`src/rtl/orc_pkg.sv`:
```
// ----------------------------------------------------------------------------
// orc_pkg
// Shared constants, codes and types of the rectangle overlap check unit.
// ----------------------------------------------------------------------------
`timescale 1ns / 1ps
`default_nettype none

package orc_pkg;

    localparam int COORD_BITS_DEF = 24;
    localparam int ANGLE_BITS_DEF = 16;
    localparam int TRIG_FRAC_DEF  = 16;
    localparam int SIZE_BITS      = 16;
    localparam int CORDIC_STEPS   = 28;
    localparam int CORDIC_FRAC    = 30;
    localparam int CFG_IDX_BITS   = 3;
    localparam logic [31:0] CORDIC_GAIN = 32'd652032874;

    typedef enum logic [CFG_IDX_BITS-1:0] {
        CFG_CENTER_X = 3'd0,
        CFG_CENTER_Y = 3'd1,
        CFG_HEADING  = 3'd2,
        CFG_LENGTH   = 3'd3,
        CFG_WIDTH    = 3'd4
    } t_cfg_idx;

    typedef struct packed {
        logic vld;
        logic tok;
        logic func;
    } t_ctl;

    function automatic logic [31:0] atan_turn(input int i);
        logic [31:0] v;
        case (i)
            0:  v = 32'd536870912;
            1:  v = 32'd316933406;
            2:  v = 32'd167458907;
            3:  v = 32'd85004756;
            4:  v = 32'd42667331;
            5:  v = 32'd21354465;
            6:  v = 32'd10679838;
            7:  v = 32'd5340245;
            8:  v = 32'd2670163;
            9:  v = 32'd1335087;
            10: v = 32'd667544;
            11: v = 32'd333772;
            12: v = 32'd166886;
            13: v = 32'd83443;
            14: v = 32'd41722;
            15: v = 32'd20861;
            16: v = 32'd10430;
            17: v = 32'd5215;
            18: v = 32'd2608;
            19: v = 32'd1304;
            20: v = 32'd652;
            21: v = 32'd326;
            22: v = 32'd163;
            23: v = 32'd81;
            24: v = 32'd41;
            25: v = 32'd20;
            26: v = 32'd10;
            27: v = 32'd5;
            default: v = '0;
        endcase
        return v;
    endfunction

endpackage

`default_nettype wire

```
`src/rtl/orc_corners.sv`:
```
// ----------------------------------------------------------------------------
// orc_corners
// Half-size offsets from cosine and sine, then the four saturated corners
// around the center. A point test passes its point as corner zero.
// ----------------------------------------------------------------------------
`timescale 1ns / 1ps
`default_nettype none

module orc_corners #(
    parameter int COORD_BITS     = orc_pkg::COORD_BITS_DEF,
    parameter int TRIG_FRAC_BITS = orc_pkg::TRIG_FRAC_DEF
) (
    input  wire                                   i_clk,
    input  wire                                   i_rst_n,
    input  orc_pkg::t_ctl                         i_ctl,
    output logic                                  o_rdy,
    input  wire  signed [TRIG_FRAC_BITS+1:0]      i_cos,
    input  wire  signed [TRIG_FRAC_BITS+1:0]      i_sin,
    input  wire  signed [COORD_BITS-1:0]          i_px,
    input  wire  signed [COORD_BITS-1:0]          i_py,
    input  wire  [orc_pkg::SIZE_BITS-1:0]         i_len,
    input  wire  [orc_pkg::SIZE_BITS-1:0]         i_wid,
    output orc_pkg::t_ctl                         o_ctl,
    input  wire                                   i_rdy,
    output logic signed [COORD_BITS-1:0]          o_cx [4],
    output logic signed [COORD_BITS-1:0]          o_cy [4]
);
    import orc_pkg::*;

    localparam int NS = 3;
    localparam int TW = TRIG_FRAC_BITS + 2;
    localparam int PW = SIZE_BITS + 1 + TW;
    localparam int HW = SIZE_BITS + 2;
    localparam int SW = COORD_BITS + 2;
    localparam logic signed [PW-1:0] HRND = PW'(64'd1 << TRIG_FRAC_BITS);
    localparam logic signed [SW-1:0] CMAX = SW'((64'd1 << (COORD_BITS - 1)) - 64'd1);
    localparam logic signed [SW-1:0] CMIN = -CMAX - SW'(1);

    logic [NS:0] rdy;
    t_ctl        r_ctl [NS];

    logic signed [COORD_BITS-1:0] r_px [2];
    logic signed [COORD_BITS-1:0] r_py [2];

    logic signed [PW-1:0] r_lc, r_ls, r_ws, r_wc;
    logic signed [PW-1:0] n_lc, n_ls, n_ws, n_wc;
    logic signed [HW-1:0] r_ax, r_ay, r_bx, r_by;
    logic signed [HW-1:0] n_ax, n_ay, n_bx, n_by;
    logic signed [COORD_BITS-1:0] r_cx [4];
    logic signed [COORD_BITS-1:0] r_cy [4];
    logic signed [COORD_BITS-1:0] n_cx [4];
    logic signed [COORD_BITS-1:0] n_cy [4];
    logic signed [SW-1:0] n_x, n_y, n_ax2, n_ay2, n_bx2, n_by2;

    function automatic logic signed [COORD_BITS-1:0] sat(input logic signed [SW-1:0] v);
        logic signed [COORD_BITS-1:0] r;
        if (v > CMAX)      r = COORD_BITS'(CMAX);
        else if (v < CMIN) r = COORD_BITS'(CMIN);
        else               r = COORD_BITS'(v);
        return r;
    endfunction

    assign rdy[NS] = i_rdy;
    for (genvar k = 0; k < NS; k++) begin : g_rdy
        assign rdy[k] = !r_ctl[k].vld || rdy[k+1];
    end
    assign o_rdy = rdy[0];

    always_ff @(posedge i_clk) begin
        if (!i_rst_n) begin
            for (int k = 0; k < NS; k++) r_ctl[k] <= '0;
        end else begin
            if (rdy[0]) r_ctl[0] <= i_ctl;
            for (int k = 1; k < NS; k++) begin
                if (rdy[k]) r_ctl[k] <= r_ctl[k-1];
            end
        end
    end

    always_comb begin
        n_lc = $signed({1'b0, i_len}) * i_cos;
        n_ls = $signed({1'b0, i_len}) * i_sin;
        n_ws = $signed({1'b0, i_wid}) * i_sin;
        n_wc = $signed({1'b0, i_wid}) * i_cos;
    end

    always_ff @(posedge i_clk) begin
        if (rdy[0]) begin
            r_lc    <= n_lc;
            r_ls    <= n_ls;
            r_ws    <= n_ws;
            r_wc    <= n_wc;
            r_px[0] <= i_px;
            r_py[0] <= i_py;
        end
    end

    always_comb begin
        n_ax = HW'((r_lc + HRND) >>> (TRIG_FRAC_BITS + 1));
        n_ay = HW'((r_ls + HRND) >>> (TRIG_FRAC_BITS + 1));
        n_bx = HW'((r_ws + HRND) >>> (TRIG_FRAC_BITS + 1));
        n_by = HW'((r_wc + HRND) >>> (TRIG_FRAC_BITS + 1));
    end

    always_ff @(posedge i_clk) begin
        if (rdy[1]) begin
            r_ax    <= n_ax;
            r_ay    <= n_ay;
            r_bx    <= n_bx;
            r_by    <= n_by;
            r_px[1] <= r_px[0];
            r_py[1] <= r_py[0];
        end
    end

    always_comb begin
        n_x   = SW'(r_px[1]);
        n_y   = SW'(r_py[1]);
        n_ax2 = SW'(r_ax);
        n_ay2 = SW'(r_ay);
        n_bx2 = SW'(r_bx);
        n_by2 = SW'(r_by);
        n_cx[0] = r_ctl[1].func ? sat(n_x + n_ax2 - n_bx2) : r_px[1];
        n_cy[0] = r_ctl[1].func ? sat(n_y + n_ay2 + n_by2) : r_py[1];
        n_cx[1] = sat(n_x - n_ax2 - n_bx2);
        n_cy[1] = sat(n_y - n_ay2 + n_by2);
        n_cx[2] = sat(n_x - n_ax2 + n_bx2);
        n_cy[2] = sat(n_y - n_ay2 - n_by2);
        n_cx[3] = sat(n_x + n_ax2 + n_bx2);
        n_cy[3] = sat(n_y + n_ay2 - n_by2);
    end

    always_ff @(posedge i_clk) begin
        if (rdy[2]) begin
            for (int k = 0; k < 4; k++) begin
                r_cx[k] <= n_cx[k];
                r_cy[k] <= n_cy[k];
            end
        end
    end

    assign o_ctl = r_ctl[NS-1];
    assign o_cx  = r_cx;
    assign o_cy  = r_cy;

endmodule

`default_nettype wire

```
`config.mk`:
```
export PLATFORM = sky130hd
export DESIGN_NAME = orc_corners
export DESIGN_NICKNAME = d
export VERILOG_FILES = /design/src/rtl/orc_pkg.sv /design/src/rtl/orc_corners.sv
export SDC_FILE = /design/constraint.sdc
export NUM_CORES = 2
export LEC_CHECK = 0
export BUFFER_PORTS_ARGS = -buffer_cell sky130_fd_sc_hd__buf_2
export CORE_ASPECT_RATIO = 1.25
export CORE_MARGIN = 4
export CORE_UTILIZATION = 50
export DETAILED_ROUTE_END_ITERATION = 16
export GPL_TIMING_DRIVEN = 0
export PLACE_DENSITY_LB_ADDON = 0.3
export SYNTH_ARGS = -nofsm -noshare
export SYNTH_HDL_FRONTEND = slang
export SYNTH_SLANG_ARGS = --single-unit
```
`constraint.sdc`:
```
create_clock -name i_clk -period 8.6 [get_ports i_clk]
set_clock_uncertainty 0.05 [all_clocks]
set_input_delay 1.72 -clock i_clk [delete_from_list [all_inputs] [get_ports i_clk]]
set_output_delay 1.72 -clock i_clk [all_outputs]
set_load 0.02 [all_outputs]
```
==> results by group <==
Route
  • Final ANT Viol Nets: 0
  • Via count: 54,850
  • Drc violations: 0
  • Avg WL per Cell: 21.70 µm
  • Final WL: 218,800 µm
  • Iteration-0 DRC Markers: 3,800
  • Via density: 5.440
  • TritonRoute pass-1 iters: 6

Global route
  • First-pass GRT wire length: 333,900 µm
  • Total congestion overflow: 0
  • Initial antenna violation count: 40
  • Vias in the first global route: 57,230
  • GRT Total Usage: 29.05%
  • Pin count of the biggest net entering global routing: 102

Place
  • GP Congestion: 1.024
  • Port bufs: 289
  • Worst slack, placed: -1.750 ns
  • Hpwl dp: 185,200 µm

Setup path
  • Crit path top cell by count: fa_1
  • CP required: 8.89 ns
  • Worst path slowest cell: fa_1
  • Critical path type: in -> reg
  • CP Capture Type: flip-flop
  • Critical Path AT: 8.74 ns
  • Nature of the critical path startpoint: input pin
  • CP max stage delay: 0.65 ns
  • Cell chain of the critical path: buf_2 > clkbuf_2 > nand2_1 > fa_1 > inv_1 > fa_1 > fa_1 > fa_1 > inv_1 > fa_1 > inv_1 > fa_1 > ha_1 > o211a_1 > and4_1 > a21oi_1 > o21ai_2 > a21o_2 > o31ai_4 > o21ai_1 > a221o_1 > a31oi_1 > o21ai_0 > and4_1
  • Crit-path max FO: 10

Finish
  • Nets: 10,080
  • Synthesis-to-finish area growth: 7.819%
  • Layout cells sized above 1: 7.138%
  • Final core utilization: 54.46%

Synthesis
  • Largest family of logic cells by synthesized area: adder cells
  • Dominant cells by area after synthesis: fa_1 32%, edfxtp_1 18%, ha_1 11%, inv_1 8.8%, nand2_1 4.7%
  • EDFF count, synth: 445
  • Sequential element share of the synthesized area: 18.43%
  • Yosys warning count: 0
  • Adder-cell area share of the yosys netlist: 43.69%
  • Mapped Area: 72,490 µm²
  • Mux contribution to synthesized area: 0.1139%
  • Commonest cells in the netlist: 1,705 x inv_1, 1,176 x fa_1, 907 x nand2_1
  • Post-synth cell types: 93
  • Post-Synthesis Cells: 7,805
  • Largest area contributor in the netlist: fa_1
  • Area fraction of the dominant cell type after synthesis: 32.48%
  • Compound-cell area share of the yosys netlist: 8.651%
  • XOR/XNOR share of the synthesized area: 4.880%
  • Synth Register Bits: 445
  • Ys flop type: edfxtp_1
  • Avg Cell Area, Syn: 9.287 µm²
  • FFs w/ async S/R, synth: 0%
  • Mapped Nets: 9,751
  • Synth Area in Simple Gates: 13.41%
  • Count leader, synth: inv_1

Floorplanning
  • Num ports: 318
  • Chip Height: 433.7 µm
  • Initial Util: 50.51%
  • Standard-cell row count: 155
  • Core area: 143,500 µm²
  • Die ar.: 151,200 µm²
  • Die width: 348.6 µm

Timing
  • Final worst slack: 0.1566 ns
  • Max-slew violations: 0
  • Final Setup Violations: 0
  • Hold Fails Final Rpt: 0
  • Unrepaired setup endpoints after global routing: yes
  • Worst slew pin tran: 1.236 ns
  • Min cycle time layout: 8.443 ns
  • Period utilization: 98.18%
  • Fmax: 0.1184 GHz
  • Max-slew headroom: 17.61%

Clock tree
  • Cts hold-fix bufs: 0
  • Clock Latency Late Sink: 0.60 ns
  • H-tree depth: 2
  • Root Driver: clkbuf_16
  • CTS buffer count: 41
  • Clock sink total: 445
  • Worst-path clk slew: 0.08 ns
  • Clock Path Buffers: 3
  • CTS tree: yes

Outcome
  • Status: complete, no violations

Worst hold path
  • Hold WC Path Type: reg -> reg

Job
  • # Max-Cap Violations: 0
==> logic make-up (layout without fill, tap and decap cells) <==
| logic type | Yosys count | count (layout) |
|---|---|---|
| flip-flops | 445 | 445 |
| adder cells (fa/ha/maj) | 1826 | 1826 |
| XOR/XNOR | 403 | 403 |
| multiplexers | 8 | 8 |
| buffers and inverters | 2072 | 2434 |
| AO/OA/AOI/OAI | 984 | 984 |
| AND/OR/NAND/NOR | 2067 | 2067 |
| other | 0 | 31 |
==> final cells by class <==
type | count | area, µm²
inverters | 1714 | 6441
clock inverters | 30 | 277.8
diodes | 31 | 77.57
fillers | 13170 | 65360
well taps | 1884 | 2357
repair buffers | 294 | 1567
flip-flops and latches | 445 | 13360
plain buffers | 352 | 1687
clock buffers | 44 | 1037
multi-input cells | 5288 | 51350
==> what timing repair did <==
item	4_1_cts	5_1_grt
setup buffers	0	1
gates resized for setup	106	186
endpoints found under the setup margin	48	20
pin swaps	0	1
==> registers in the layout, indices dropped and copies added, names as in the netlist <==
| name | count |
|---|---|
| o_cx | 96 |
| o_cy | 96 |
| r_px | 48 |
| r_py | 48 |
| r_lc | 19 |
| r_ls | 19 |
| r_wc | 19 |
| r_ws | 19 |
| r_ax | 18 |
| r_ay | 18 |
| r_bx | 18 |
| r_by | 18 |
| r_ctl | 9 |
==> layer usage <==
metal  up-vias  global-route usage (%)  share of wire (%)
li1      24890                       -                  -
met1     27050                   35.19                 37
met2      2310                   48.60                 47
met3       593                   4.272                7.5
met4         6                   18.97                7.8
met5         -                       0              0.022
==> worst paths after layout <==
kind,from,slack (ns),to,depth (start not counted)
setup reg to reg,r_ay[0],1.56,o_cy[76],26
setup / recovery,i_cos[10],0.16,r_lc[33],24
hold reg to reg,r_px[0][12],0.35,r_px[0][36],0
hold / removal,r_px[0][12],0.35,r_px[0][36],0
==> worst max-delay path: cells and delay by family <==
kind	cells	cell delay (ns)
buffers and inverters	5	0.76
and+or+nand+nor	3	0.60
AOI/OAI and AO/OA	9	2.15
adders and majority gates	7	3.48
==> cell usage in the layout, fill, tap and decap left out, drive strengths merged, types with 25 or more instances in the layout <==
| master | Yosys | routed |
|---|---|---|
| nand3 | 74 | 74 |
| xor2 | 92 | 92 |
| a21o | 72 | 72 |
| a31oi | 25 | 25 |
| nand2b | 47 | 47 |
| buf | 51 | 358 |
| o21ai | 245 | 245 |
| edfxtp | 445 | 445 |
| diode | 0 | 31 |
| nor2b | 39 | 39 |
| fa | 1176 | 1176 |
| clkbuf | 307 | 332 |
| nand2 | 907 | 907 |
| ha | 648 | 648 |
| o22ai | 30 | 30 |
| and3 | 60 | 60 |
| nor3 | 75 | 75 |
| o21a | 39 | 39 |
| a21oi | 292 | 292 |
| o21bai | 67 | 67 |
| xnor2 | 311 | 311 |
| nor2 | 339 | 339 |
| inv | 1711 | 1722 |
| and2 | 414 | 414 |
==> per-stage QoR <==
step	instance area [µm²]	cells	hold slack (ns)	setup TNS, ns
after floorplan	72490	7805	0.3503	0
after global placement	76290	9978	0.3535	-54.48
after detailed placement	76430	9982	0.3545	-56.79
after CTS	77920	10050	0.3511	0
after global routing	78130	10070	0.3662	-0.06136
final	78160	10080	0.3514	0
Power is left out: the tool's default activity adds up to more than one toggle a clock period on the data nets, which glitch-free logic cannot reach.
